[config.mk]
export PLATFORM = sky130hd
export DESIGN_NAME = i2c_master_transaction_engine
export DESIGN_NICKNAME = d
export VERILOG_FILES = /design/src/rtl/i2cm_pkg.sv /design/src/rtl/i2c_master_transaction_engine.sv
export SDC_FILE = /design/constraint.sdc
export NUM_CORES = 1
export LEC_CHECK = 0
export ABC_CLOCK_PERIOD_IN_PS = 4450
export BUFFER_PORTS_ARGS = -buffer_cell sky130_fd_sc_hd__buf_4
export CAP_MARGIN = 10
export CORE_ASPECT_RATIO = 0.9
export CORE_MARGIN = 1
export CORE_UTILIZATION = 25
export CTS_CLUSTER_DIAMETER = 150
export DETAILED_ROUTE_END_ITERATION = 10
export GPL_ROUTABILITY_DRIVEN = 1
export HOLD_SLACK_MARGIN = 0.1
export MAX_ROUTING_LAYER = met4
export PLACE_DENSITY = 0.41
export SLEW_MARGIN = 20
export SYNTH_ARGS = -nofsm -noshare
export SYNTH_HDL_FRONTEND = slang
export SYNTH_SLANG_ARGS = --single-unit
[constraint.sdc]
create_clock -name clock -period 4.45 [get_ports clock]
set_input_delay 0.89 -clock clock [delete_from_list [all_inputs] [get_ports clock]]
set_output_delay 0.89 -clock clock [all_outputs]
set_load 0.02 [all_outputs]
[src/rtl/i2cm_pkg.sv]
`timescale 1ns / 1ps
package i2cm_pkg;

   typedef enum logic [23:0] {
      PH_IDLE     = 24'h000001,
      PH_ST_A     = 24'h000002,
      PH_ST_B     = 24'h000004,
      PH_ST_C     = 24'h000008,
      PH_ST_D     = 24'h000010,
      PH_W_PRE    = 24'h000020,
      PH_W_SET    = 24'h000040,
      PH_W_HIGH   = 24'h000080,
      PH_W_LOW    = 24'h000100,
      PH_A1       = 24'h000200,
      PH_A2       = 24'h000400,
      PH_AW       = 24'h000800,
      PH_A3       = 24'h001000,
      PH_A4       = 24'h002000,
      PH_R_PRE    = 24'h004000,
      PH_R_HIGH   = 24'h008000,
      PH_R_LOW    = 24'h010000,
      PH_K_SET    = 24'h020000,
      PH_K_HIGH   = 24'h040000,
      PH_K_LOW    = 24'h080000,
      PH_P_A      = 24'h100000,
      PH_P_B      = 24'h200000,
      PH_RETRY    = 24'h400000,
      PH_WAITBYTE = 24'h800000
   } phase_type;

   localparam logic [2:0] SG_ADDR1 = 3'd0;
   localparam logic [2:0] SG_REG   = 3'd1;
   localparam logic [2:0] SG_RADDR = 3'd2;
   localparam logic [2:0] SG_WDATA = 3'd3;
   localparam logic [2:0] SG_RDATA = 3'd4;

   localparam logic [1:0] KIND_BEGIN = 2'd1;
   localparam logic [1:0] KIND_BYTE  = 2'd2;

   localparam logic [2:0] TT_REG_WRITE   = 3'd0;
   localparam logic [2:0] TT_REG_READ    = 3'd1;
   localparam logic [2:0] TT_PLAIN_READ  = 3'd3;
   localparam logic [2:0] TT_CMD_WRITE   = 3'd4;

   localparam logic [1:0] REG_SHORT = 2'd0;
   localparam logic [1:0] REG_LONG  = 2'd1;
   localparam logic [1:0] REG_RETRY = 2'd2;
   localparam logic [1:0] REG_ACKW  = 2'd3;

   typedef struct packed {
      logic [15:0] short_ticks;
      logic [15:0] long_ticks;
      logic [23:0] retry_ticks;
      logic [7:0]  ack_ticks;
   } cfg_type;

   typedef struct packed {
      phase_type   phase;
      logic [23:0] timer;
      logic [3:0]  bitc;
      logic [7:0]  shreg;
      logic [7:0]  bleft;
      logic [2:0]  ltype;
      logic [7:0]  ldev;
      logic [7:0]  lreg;
      logic        retried;
      logic        ack;
      logic [2:0]  stage;
      logic        scl;
      logic        sda;
      logic        cur_sda;
      logic        emit;
      logic        done;
   } eng_type;

   function automatic logic [23:0] dur_short(input cfg_type c);
      return (c.short_ticks == 16'd0) ? 24'd1 : {8'd0, c.short_ticks};
   endfunction

   function automatic logic [23:0] dur_long(input cfg_type c);
      return (c.long_ticks == 16'd0) ? 24'd1 : {8'd0, c.long_ticks};
   endfunction

   function automatic eng_type enter(input eng_type si, input phase_type p, input cfg_type c);
      eng_type s;
      s = si;
      s.phase = p;
      s.timer = dur_short(c);
      unique case (p)
         PH_ST_A: s.sda = 1'b1;
         PH_ST_B: s.scl = 1'b1;
         PH_ST_C: s.sda = 1'b0;
         PH_ST_D: s.scl = 1'b0;
         PH_W_PRE: begin
            s.scl  = 1'b0;
            s.bitc = 4'd0;
         end
         PH_W_SET: s.sda = s.shreg[7];
         PH_W_HIGH: begin
            s.scl   = 1'b1;
            s.timer = dur_long(c);
         end
         PH_W_LOW: s.scl = 1'b0;
         PH_A1: begin
            s.scl = 1'b0;
            s.sda = 1'b1;
         end
         PH_A2: begin
            s.scl = 1'b1;
            s.sda = 1'b1;
         end
         PH_AW: begin
            s.ack   = 1'b0;
            s.timer = {16'd0, c.ack_ticks};
         end
         PH_A3: ;
         PH_A4: s.scl = 1'b0;
         PH_R_PRE: begin
            s.sda   = 1'b1;
            s.bitc  = 4'd0;
            s.shreg = 8'd0;
         end
         PH_R_HIGH: begin
            s.scl   = 1'b1;
            s.shreg = {s.shreg[6:0], s.cur_sda};
            s.bitc  = s.bitc + 4'd1;
            if (s.bitc == 4'd8) s.emit = 1'b1;
         end
         PH_R_LOW: begin
            s.scl   = 1'b0;
            s.timer = dur_long(c);
         end
         PH_K_SET: begin
            if (s.bleft != 8'd0) s.bleft = s.bleft - 8'd1;
            s.sda = (s.bleft == 8'd0);
         end
         PH_K_HIGH: begin
            s.scl   = 1'b1;
            s.timer = dur_long(c);
         end
         PH_K_LOW: s.scl = 1'b0;
         PH_P_A: s.sda = 1'b0;
         PH_P_B: s.scl = 1'b1;
         PH_RETRY: s.timer = c.retry_ticks;
         PH_WAITBYTE: begin
            s.scl   = 1'b0;
            s.timer = 24'd0;
         end
         default: begin
            s.phase = PH_IDLE;
            s.scl   = 1'b1;
            s.sda   = 1'b1;
            s.timer = 24'd0;
         end
      endcase
      return s;
   endfunction

   function automatic eng_type stop_with(input eng_type si, input logic ok, input cfg_type c);
      eng_type s;
      s = si;
      s.ack = ok;
      return enter(s, PH_P_A, c);
   endfunction

   function automatic eng_type to_write(input eng_type si, input cfg_type c);
      eng_type s;
      s = si;
      s.stage = SG_WDATA;
      if (s.bleft == 8'd0) return stop_with(s, 1'b1, c);
      return enter(s, PH_WAITBYTE, c);
   endfunction

   function automatic eng_type after_ack(input eng_type si, input cfg_type c);
      eng_type s;
      s = si;
      if (!s.ack) begin
         if (s.stage == SG_ADDR1 && s.ltype != TT_CMD_WRITE && !s.retried) begin
            s.retried = 1'b1;
            return enter(s, PH_RETRY, c);
         end
         return stop_with(s, 1'b0, c);
      end
      case (s.stage)
         SG_ADDR1: begin
            if (s.ltype <= TT_REG_READ) begin
               s.stage = SG_REG;
               s.shreg = s.lreg;
               s = enter(s, PH_W_PRE, c);
            end else if (s.ltype == TT_PLAIN_READ) begin
               s.stage = SG_RADDR;
               s = enter(s, PH_ST_A, c);
            end else begin
               s = to_write(s, c);
            end
         end
         SG_REG: begin
            if (s.ltype == TT_REG_WRITE) begin
               s = to_write(s, c);
            end else begin
               s.stage = SG_RADDR;
               s = enter(s, PH_ST_A, c);
            end
         end
         SG_RADDR: begin
            if (s.bleft == 8'd0) begin
               s = stop_with(s, 1'b1, c);
            end else begin
               s.stage = SG_RDATA;
               s = enter(s, PH_R_PRE, c);
            end
         end
         SG_WDATA: begin
            if (s.bleft != 8'd0) s.bleft = s.bleft - 8'd1;
            s = to_write(s, c);
         end
         default: s = stop_with(s, 1'b1, c);
      endcase
      return s;
   endfunction

   function automatic eng_type advance(input eng_type si, input cfg_type c);
      eng_type s;
      s = si;
      unique case (s.phase)
         PH_ST_A: s = enter(s, PH_ST_B, c);
         PH_ST_B: s = enter(s, PH_ST_C, c);
         PH_ST_C: s = enter(s, PH_ST_D, c);
         PH_ST_D: begin
            s.shreg = (s.stage == SG_RADDR) ? (s.ldev | 8'h01) : s.ldev;
            s = enter(s, PH_W_PRE, c);
         end
         PH_W_PRE:  s = enter(s, PH_W_SET, c);
         PH_W_SET:  s = enter(s, PH_W_HIGH, c);
         PH_W_HIGH: s = enter(s, PH_W_LOW, c);
         PH_W_LOW: begin
            s.shreg = {s.shreg[6:0], 1'b0};
            s.bitc  = s.bitc + 4'd1;
            s = enter(s, (s.bitc >= 4'd8) ? PH_A1 : PH_W_SET, c);
         end
         PH_A1: s = enter(s, PH_A2, c);
         PH_A2: s = enter(s, PH_AW, c);
         PH_AW: s = enter(s, PH_A3, c);
         PH_A3: s = enter(s, PH_A4, c);
         PH_A4: s = after_ack(s, c);
         PH_R_PRE:  s = enter(s, PH_R_HIGH, c);
         PH_R_HIGH: s = enter(s, PH_R_LOW, c);
         PH_R_LOW:  s = enter(s, (s.bitc >= 4'd8) ? PH_K_SET : PH_R_HIGH, c);
         PH_K_SET:  s = enter(s, PH_K_HIGH, c);
         PH_K_HIGH: s = enter(s, PH_K_LOW, c);
         PH_K_LOW: begin
            if (s.bleft == 8'd0) s = stop_with(s, 1'b1, c);
            else s = enter(s, PH_R_PRE, c);
         end
         PH_P_A: s = enter(s, PH_P_B, c);
         PH_P_B: begin
            s.done = 1'b1;
            s = enter(s, PH_IDLE, c);
         end
         PH_RETRY: begin
            s.stage = SG_ADDR1;
            s = enter(s, PH_ST_A, c);
         end
         default: s = enter(s, PH_IDLE, c);
      endcase
      return s;
   endfunction

endpackage

[src/rtl/i2c_master_transaction_engine.sv]
`timescale 1ns / 1ps
// Open-drain I2C master sequencer that takes one bus tick per transfer and returns one
// result per tick; a new tick is accepted every clock cycle while the result register is
// free or being drained. Each tick carries the sampled SDA level and an optional command
// (begin, or next write byte). The result gives the SCL/SDA release levels, a byte request
// while the engine holds SCL low waiting for data, received bytes, and busy/done/success.
// Phase lengths, the retry wait and the ack window are set through the APB registers.
module i2c_master_transaction_engine (
   input  logic        clock,
   input  logic        reset,
   // tuser: kind[1:0]
   input  logic [1:0]  req_tuser,
   // tdata: transfer_type[2:0], device_address[10:3], register_address[18:11],
   //        byte_count[26:19], write_byte[34:27], sda_in[35], zero fill [39:36]
   input  logic [39:0] req_tdata,
   input  logic        req_tvalid,
   output logic        req_tready,
   // tdata: scl_release[0], sda_release[1], byte_request[2], read_byte[10:3],
   //        read_valid[11], busy_res[12], done_res[13], success[14], zero fill [15]
   output logic [15:0] rsp_tdata,
   output logic        rsp_tvalid,
   input  logic        rsp_tready,
   input  logic        csr_psel,
   input  logic        csr_penable,
   input  logic        csr_pwrite,
   input  logic [3:0]  csr_paddr,
   input  logic [31:0] csr_pwdata,
   output logic [31:0] csr_prdata,
   output logic        csr_pready
);
   import i2cm_pkg::*;

   cfg_type     cfg_ff;
   eng_type     eng_ff, eng_in;
   logic [15:0] rsp_data_ff, rsp_data_in;
   logic        rsp_valid_ff;
   logic        accept;

   logic [1:0]  kind;
   logic [2:0]  ttype;
   logic [7:0]  dev, regb, cnt, wbyte;
   logic        sda_in;

   assign kind   = req_tuser;
   assign ttype  = req_tdata[2:0];
   assign dev    = req_tdata[10:3];
   assign regb   = req_tdata[18:11];
   assign cnt    = req_tdata[26:19];
   assign wbyte  = req_tdata[34:27];
   assign sda_in = req_tdata[35];

   assign req_tready = !rsp_valid_ff || rsp_tready;
   assign accept     = req_tvalid && req_tready;
   assign rsp_tvalid = rsp_valid_ff;
   assign rsp_tdata  = rsp_data_ff;
   assign csr_pready = 1'b1;

   always_comb begin
      eng_type s;
      s = eng_ff;
      s.cur_sda = sda_in;
      s.emit    = 1'b0;
      s.done    = 1'b0;
      if (s.phase == PH_IDLE) begin
         if (kind == KIND_BEGIN && ttype <= TT_CMD_WRITE) begin
            s.ltype   = ttype;
            s.ldev    = (ttype == TT_REG_READ || ttype == TT_PLAIN_READ) ? (dev & 8'hFE) : dev;
            s.lreg    = regb;
            s.bleft   = (ttype >= TT_PLAIN_READ) ? 8'd1 : cnt;
            s.retried = 1'b0;
            s.ack     = 1'b0;
            s.stage   = SG_ADDR1;
            s = enter(s, PH_ST_A, cfg_ff);
         end
      end else if (s.phase == PH_WAITBYTE) begin
         if (kind == KIND_BYTE) begin
            s.shreg = wbyte;
            s = enter(s, PH_W_PRE, cfg_ff);
         end
      end else if (s.timer > 24'd1) begin
         s.timer = s.timer - 24'd1;
      end else begin
         s = advance(s, cfg_ff);
         if (s.phase != PH_IDLE && s.phase != PH_WAITBYTE && s.timer == 24'd0)
            s = advance(s, cfg_ff);
      end
      if (s.phase == PH_AW && !sda_in) begin
         s.ack   = 1'b1;
         s.timer = 24'd1;
      end
      eng_in = s;
      rsp_data_in = {1'b0,
                     s.done & s.ack,
                     s.done,
                     s.phase != PH_IDLE,
                     s.emit,
                     s.emit ? s.shreg : 8'd0,
                     s.phase == PH_WAITBYTE,
                     s.sda,
                     s.scl};
   end

   always_comb begin
      csr_prdata = 32'd0;
      unique case (csr_paddr[3:2])
         REG_SHORT: csr_prdata = {16'd0, cfg_ff.short_ticks};
         REG_LONG:  csr_prdata = {16'd0, cfg_ff.long_ticks};
         REG_RETRY: csr_prdata = {8'd0, cfg_ff.retry_ticks};
         REG_ACKW:  csr_prdata = {24'd0, cfg_ff.ack_ticks};
         default:   csr_prdata = 32'd0;
      endcase
   end

   always_ff @(posedge clock) begin
      if (reset) begin
         cfg_ff.short_ticks <= 16'd6;
         cfg_ff.long_ticks  <= 16'd18;
         cfg_ff.retry_ticks <= 24'd1000;
         cfg_ff.ack_ticks   <= 8'd250;
      end else if (csr_psel && csr_penable && csr_pwrite && csr_pready) begin
         unique case (csr_paddr[3:2])
            REG_SHORT: cfg_ff.short_ticks <= csr_pwdata[15:0];
            REG_LONG:  cfg_ff.long_ticks  <= csr_pwdata[15:0];
            REG_RETRY: cfg_ff.retry_ticks <= csr_pwdata[23:0];
            REG_ACKW:  cfg_ff.ack_ticks   <= csr_pwdata[7:0];
            default: ;
         endcase
      end
   end

   always_ff @(posedge clock) begin
      if (reset) begin
         eng_ff       <= '{phase: PH_IDLE, scl: 1'b1, sda: 1'b1, default: '0};
         rsp_valid_ff <= 1'b0;
      end else if (accept) begin
         eng_ff       <= eng_in;
         rsp_valid_ff <= 1'b1;
      end else if (rsp_tready) begin
         rsp_valid_ff <= 1'b0;
      end
   end

   always_ff @(posedge clock) begin
      if (accept) rsp_data_ff <= rsp_data_in;
   end

endmodule

**Yosys cells after proc, flatten, opt, wreduce, memory -nomap -nowiden**

Index checks and enable logic that the tools add are counted.

- Input bits: 85
- Word-level logic and storage cells: 496
- Register bits: 174
- Output and inout port bits: 51

- Equal/unequal tests: 171
- Mux-type cells: 212
- Magnitude comparators: 9
- Add/sub/neg operators: 7
- Reductions and logical operators: 75
- Bitwise logic cells: 2

Operators with widths:

| operator | count |
|---|---|
| 97-bit case mux with 22 select lines | 2 |
| 97-bit two-way mux | 32 |
| 97-bit case mux with 4 select lines | 2 |
| 24-bit case mux with 4 select lines | 4 |
| 94-bit two-way mux | 4 |
| 8-bit two-way mux | 42 |
| 32-bit case mux with 4 select lines | 1 |
| 1-bit two-way mux | 95 |
| 23-bit OR reduction | 4 |
| 24-bit by 12-bit equality test with 1-bit output (second input constant) | 3 |
| 18-bit two-way mux | 4 |
| 24-bit two-way mux | 3 |
| 17-bit OR reduction | 4 |
| 8-bit zero test | 8 |
| 8-bit case mux with 2 select lines | 4 |
| 15-bit OR reduction | 4 |
| 49-bit two-way mux | 1 |
| 10-bit by 24-bit equality test with 1-bit output (second input constant) | 2 |
| 18-bit by 24-bit equality test with 1-bit output (second input constant) | 2 |
| 24-bit by 10-bit equality test with 1-bit output (second input constant) | 2 |
| 24-bit by 11-bit equality test with 1-bit output (second input constant) | 2 |
| 24-bit by 13-bit equality test with 1-bit output (second input constant) | 2 |
| 24-bit by 14-bit equality test with 1-bit output (second input constant) | 2 |
| 24-bit by 15-bit equality test with 1-bit output (second input constant) | 2 |
| 105 further kinds | 245 |

**Logic depth before layout (Yosys ltp)**

- Word-level depth: 59
- Mapped depth: 21
- Depth with buffers taken out: 18

**Worst setup path before layout**

OpenSTA, ideal clock, no wires.

- Path kind: register to register
- Start: reg eng_ff[85] (netlist bit)
- End: reg eng_ff[60] (netlist bit)
- Path slack: 182 ps
- Cell stages (with the launch flop): 20
- Library setup time: 114 ps
- Period minus slack after synthesis: 4,268 ps
- Required time: 4,336 ps
- Buffers on the path: 3
- Data arrival time: 4,154 ps
- Cell sequence: dfxtp_1 buf_2 nor4_1 buf_4 nand3_2 nor4_2 a31oi_1 and4_1 clkbuf_1 nor4_1 xnor2_1 ha_1 nor3b_1 mux2i_1 a21oi_1 nor3_1 o311a_1 a211oi_1 o31ai_1 a21o_1

- Longest elaborated chain between the ends: 35
- Elaborated cells on any way between the ends: 204
- Those cells by class: add/sub (2); order compare (3); eq/ne (102); mux (78); reduce/logical (19)

RTL lines:

| item | line | source |
|---|---|---|
| start: declaration | i2c_master_transaction_engine.sv:34 | `eng_type eng_ff, eng_in;` |
| start signal: assignment | i2c_master_transaction_engine.sv:136 | `eng_ff <= eng_in;` |
| 24-bit by 23-bit equality test with 1-bit output (tied with other cells) | i2cm_pkg.sv:225 | `unique case (s.phase)` |
| 97-bit case mux with 22 select lines | i2cm_pkg.sv:225 |  |
| 97-bit two-way mux | i2c_master_transaction_engine.sv:80 | `end else if (s.timer > 24'd1) begin` |
| 97-bit two-way mux | i2c_master_transaction_engine.sv:75 | `end else if (s.phase == PH_WAITBYTE) begin` |
| 97-bit two-way mux | i2c_master_transaction_engine.sv:64 | `if (s.phase == PH_IDLE) begin` |
| 8-bit by 1-bit subtractor with 8-bit output / 8-bit nonzero test (equally long branches) | i2cm_pkg.sv:214 | `if (s.bleft != 8'd0) s.bleft = s.bleft - 8'd1;` |
| 8-bit two-way mux | i2cm_pkg.sv:214 |  |
| 8-bit two-way mux (2 in a row) | i2cm_pkg.sv:184 | `case (s.stage)` |
| [18 not listed] | - |  |
| 97-bit two-way mux | i2c_master_transaction_engine.sv:84 | `if (s.phase != PH_IDLE && s.phase != PH_WAITBYTE && s.timer == 24'd0)` |
| 24-bit two-way mux | i2c_master_transaction_engine.sv:80 |  |
| 97-bit two-way mux | i2c_master_transaction_engine.sv:75 |  |
| 97-bit two-way mux | i2c_master_transaction_engine.sv:64 |  |
| 24-bit by 12-bit equality test with 1-bit output | i2c_master_transaction_engine.sv:87 | `if (s.phase == PH_AW && !sda_in) begin` |
| 1-bit logical AND | i2c_master_transaction_engine.sv:87 |  |
| 4-bit by 2-bit != test with 1-bit output (no source line) / 3-bit by 1-bit != test with 1-bit output (equally long branches) | - |  |
| 3-bit AND reduction (no source line) | - |  |

Several ways; a longest one is shown, not always the timed one. The select of a mux whose other input is x is not followed.
A chain may end at the register's enable or synchronous reset.

**Worst setup path in the final report**

- Start: reg eng_ff[76] (netlist bit)
- End: reg eng_ff[60] (netlist bit)

Same word-level chain as after synthesis.

==> results by group <==
Run status
  – Status: finished, violations left
  – Failing checks: setup timing

Detailed routing
  – Antenna viol nets, final: 0
  – Avg WL per Cell: 25.7 um
  – 1st-pass router iterations: 6
  – Via count: 16700
  – Drt first-iter violations: 1802
  – Vias/cell: 5.56
  – Final wirelength: between 70000 and 80000 um
  – Residual DRC: 0

STA
  – Clock Skews: 18.9 ps
  – Tmin final: about 4500 ps
  – Worst-margin pin slew: 985 ps
  – Final setup violation count: 1
  – Pins over their slew limit: 0
  – Fmax achieved: 0.223 GHz
  – Worst slew margin: 34.2%
  – RSZ-0062 raised after global routing: yes
  – Period utilization: 101%
  – Final Hold Fails: 0
  – Setup ws final: -35.0 ps

Floorplan
  – Die Y: 221 um
  – Die ar.: 0.0540 mm^2
  – Die width: 245 um
  – IO Count: 136
  – CORE AREA: 0.0521 mm^2
  – Placement row count: between 70 and 80
  – Initial core utilization: 25.5%

Power and ir drop
  – Pwr Density: ~730 mW/mm^2
  – Pwr Total: 13.6 mW
  – Worst VDD drop: 0.524 mV
  – Pleak: 7.56 nW

Global route
  – Initial antenna violation count: 0
  – Vias in the first global route: ~16000
  – GRT overflow: 0
  – First-pass GRT wire length: 111000 um
  – Largest net degree at the start of global routing: 77
  – Global-route usage over all layers: between 20% and 30%

Critical path
  – CP Max Fanout: 3
  – Critical path, cell by cell: buf_6 -> or4_4 -> buf_6 -> nor4_4 -> and4_4 -> nor3_4 -> nand3_2 -> nand4_1 -> buf_4 -> nor2_4 -> nand2_1 -> o21ai_2 -> ha_2 -> nor3b_4 -> mux2i_1 -> a21oi_1 -> nor3_1 -> o311a_1 -> a211oi_2 -> buf_4 -> o31ai_2 -> a21o_1
  – Startpoint Class: flop
  – Critical path arrival: a little under 5000 ps
  – FF-to-FF path depth: 22
  – Worst flop-to-flop path endpoint: eng_ff[60]
  – Crit Path Class: reg -> reg
  – Crit path capture type: flop
  – Critical path capture point: eng_ff[60]
  – Crit path largest cell delay: ~540 ps
  – CP required: 4860 ps
  – Critical path launch point: eng_ff[76]
  – Critical path's top delay family: simple AND/OR/NAND/NOR gates
  – Critical path depth in cells: 22
  – Crit-path slowest cell: or4_4
  – RR Startpoint: eng_ff[76]
  – Reg2Reg Setup Slack: -30 ps
  – WP buf/inv: 4

CTS
  – CTS buffer count: 17
  – Max clock buf depth: 2
  – Max H-tree Level: 4
  – Reg clk slew, reported paths: 80 ps
  – Clock Tree Root: clkbuf_16
  – Hold bufs inserted after CTS: 0
  – Clock Latency Late Sink: 510 ps
  – Clock sink count: 174
  – CTS tree: built

Yosys
  – Yosys warnings: 0
  – Syn Inst Count: roughly 1900
  – Synthesized area per cell: 7.12 um^2
  – Post-synth EDFFs: 15
  – Number of synthesized register bits: about 170
  – Most used DFF post-synth: dfxtp_1
  – Post-synthesis sequential area ratio: between 20 and 30%
  – Synthesized cell area: 0.0133 mm^2
  – Yosys cell types: a little under 100
  – Async set-or-reset flop fraction in the synthesized netlist: 0%

Final layout
  – Layout cell share with drive strength beyond 1: 30.9%
  – Area growth from synthesis to layout: 41.4%
  – Fillers: roughly 5600
  – Antenna Cells: 0
  – Final instance area: 0.0188 mm^2
  – Fin nets: 2391

Placed design
  – Placed inst area: about 0.018 mm^2
  – IO buf count: 111
  – RD Place Congestion: 1.03
  – DP Worst Slack: -505 ps
  – Post-DP HPWL: 61600 um

Worst hold path
  – Worst Hold Class: reg -> reg

Run
  – Total of max-cap violations: 0
-- cell usage after synthesis (all sizes together) (8+ instances only) --
cell | instances | area (um^2)
buf | 46 | 270
and3 | 19 | 119
nand4 | 31 | 200
o2111ai | 14 | 129
nor3 | 88 | 460
a221oi | 15 | 131
o211ai | 9 | 67.6
or3 | 44 | 285
or2 | 10 | 62.6
a211o | 10 | 87.6
nor2b | 11 | 68.8
a211oi | 26 | 205
inv | 23 | 86.3
clkbuf | 91 | 343
nor4 | 50 | 374
o21ai | 69 | 353
a21o | 11 | 82.6
o31ai | 13 | 97.6
xnor2 | 15 | 131
mux4 | 8 | 180
nand2b | 9 | 56.3
or4 | 25 | 191
mux2i | 27 | 270
and2 | 14 | 87.6
xor2 | 11 | 96.3
edfxtp | 15 | 450
nor2 | 193 | 727
nor3b | 11 | 82.6
nand2 | 342 | 1290
a22o | 8 | 70.1
a31oi | 28 | 175
a222oi | 19 | 190
nand3 | 80 | 410
nand3b | 11 | 82.6
a22oi | 25 | 188
nor4b | 9 | 100
dfxtp | 159 | 3180
a221o | 9 | 90.1
a21oi | 168 | 841
ha | 8 | 100
-- report_power, final --
part,switching (mW),internal (mW),leakage (nW)
logic,6.30,3.74,5.81
clock network,0.793,0.834,0.303
registers,0.190,1.78,1.44
total,7.28,6.35,7.56
-- area by class of cell --
| cell class | count | area (um^2) | area share (%) |
|---|---|---|---|
| clock buffer | 18 | 450 | 2.40 |
| timing repair buffer | 542 | 4140 | 22.0 |
| tap | 688 | 861 | 4.59 |
| clock inverter | 14 | 159 | 0.846 |
| sequential | 174 | 3650 | 19.4 |
| multi-input combinational | 1539 | 9430 | 50.2 |
| inverter | 24 | 90.1 | 0.480 |
-- registers in the layout, indices dropped and copies added, names as in the netlist --
signal      count
cfg_ff         64
eng_ff         94
rsp_tvalid      1
rsp_tdata      15
-- worst min-delay path by stage --
stage,start,endpoint,slack (ps),cells after the start
global route,eng_ff[14],eng_ff[14],480,2
finish,eng_ff[14],eng_ff[14],460,2
floorplan,eng_ff[19],eng_ff[19],430,2
global placement,eng_ff[11],eng_ff[11],450,2
detailed placement,eng_ff[11],eng_ff[11],450,2
CTS,eng_ff[14],eng_ff[14],460,2
-- metal layers --
layer	global-route usage (%)	up-vias	share of wire [%]
li1	-	7787	-
met1	41.4	8113	48
met2	43.3	697	43
met3	3.93	85	7.0
met4	7.38	0	2.1
met5	-	-	0
-- repair_timing --
item | in CTS | in global routing
setup buffers | 6 | 7
pin swaps | 10 | 35
setup endpoints to repair | 29 | 30
gates resized for setup | 30 | 68
-- per-stage QoR --
stage	utilization [%]	std cells	setup TNS (ps)	hold WS, ps
floorplan	-	1874	0	431
global placement	33.8	2954	-5950	446
detailed placement	33.8	2954	-6390	449
CTS	35.3	2992	0	463
global route	36.0	2999	-170	477
finish	36.0	2999	-35.0	457
-- cells in the final DEF, fill, tap and decap left out, drive strengths merged, types with 9 or more instances in the layout --
cell type,netlist,final
nor3,88,88
edfxtp,15,15
and2,14,14
dfxtp,159,159
a221oi,15,15
a222oi,19,19
o211ai,9,9
inv,23,34
clkbuf,91,18
nor4,50,50
mux2i,27,27
a22oi,25,25
or2,10,10
a211o,10,10
nor4b,9,9
nor2b,11,11
or3,44,44
o31ai,13,13
nand4,31,31
a21o,11,11
xnor2,15,15
buf,46,542
xor2,11,11
a31oi,28,28
a21oi,168,168
o21ai,69,69
nand2,342,342
a221o,9,9
nand2b,9,9
nand3,80,80
nor2,193,193
conb,2,10
or4,25,25
nor3b,11,11
a211oi,26,26
nand3b,11,11
o2111ai,14,14
and3,19,19
-- cells by family after synthesis --
family                     after synthesis  share of synthesized area (%)
AOI/OAI and AO/OA                      480                           24.4
xor gates and xnor gates                26                           1.71
adders and majority gates                8                          0.754
buffers and inverters                  161                           5.29
DFF                                    174                           27.4
muxes                                   42                           3.99
other                                    2                         0.0566
and+or+nand+nor                        973                           36.5
-- worst reg2reg max path: stages (launching register included) --
cell      delay [ps]
dfxtp_2          330
buf_6            110
or4_4            540
buf_6            160
nor4_4           310
and4_4           310
nor3_4            60
nand3_2           70
nand4_1          270
buf_4            270
nor2_4           100
nand2_1           80
o21ai_2           70
ha_2             210
nor3b_4          190
mux2i_1          120
a21oi_1          150
nor3_1            80
o311a_1          320
a211oi_2         250
buf_4            180
o31ai_2           70
a21o_1           160
Note: power is estimated with default switching activity, not from simulation.
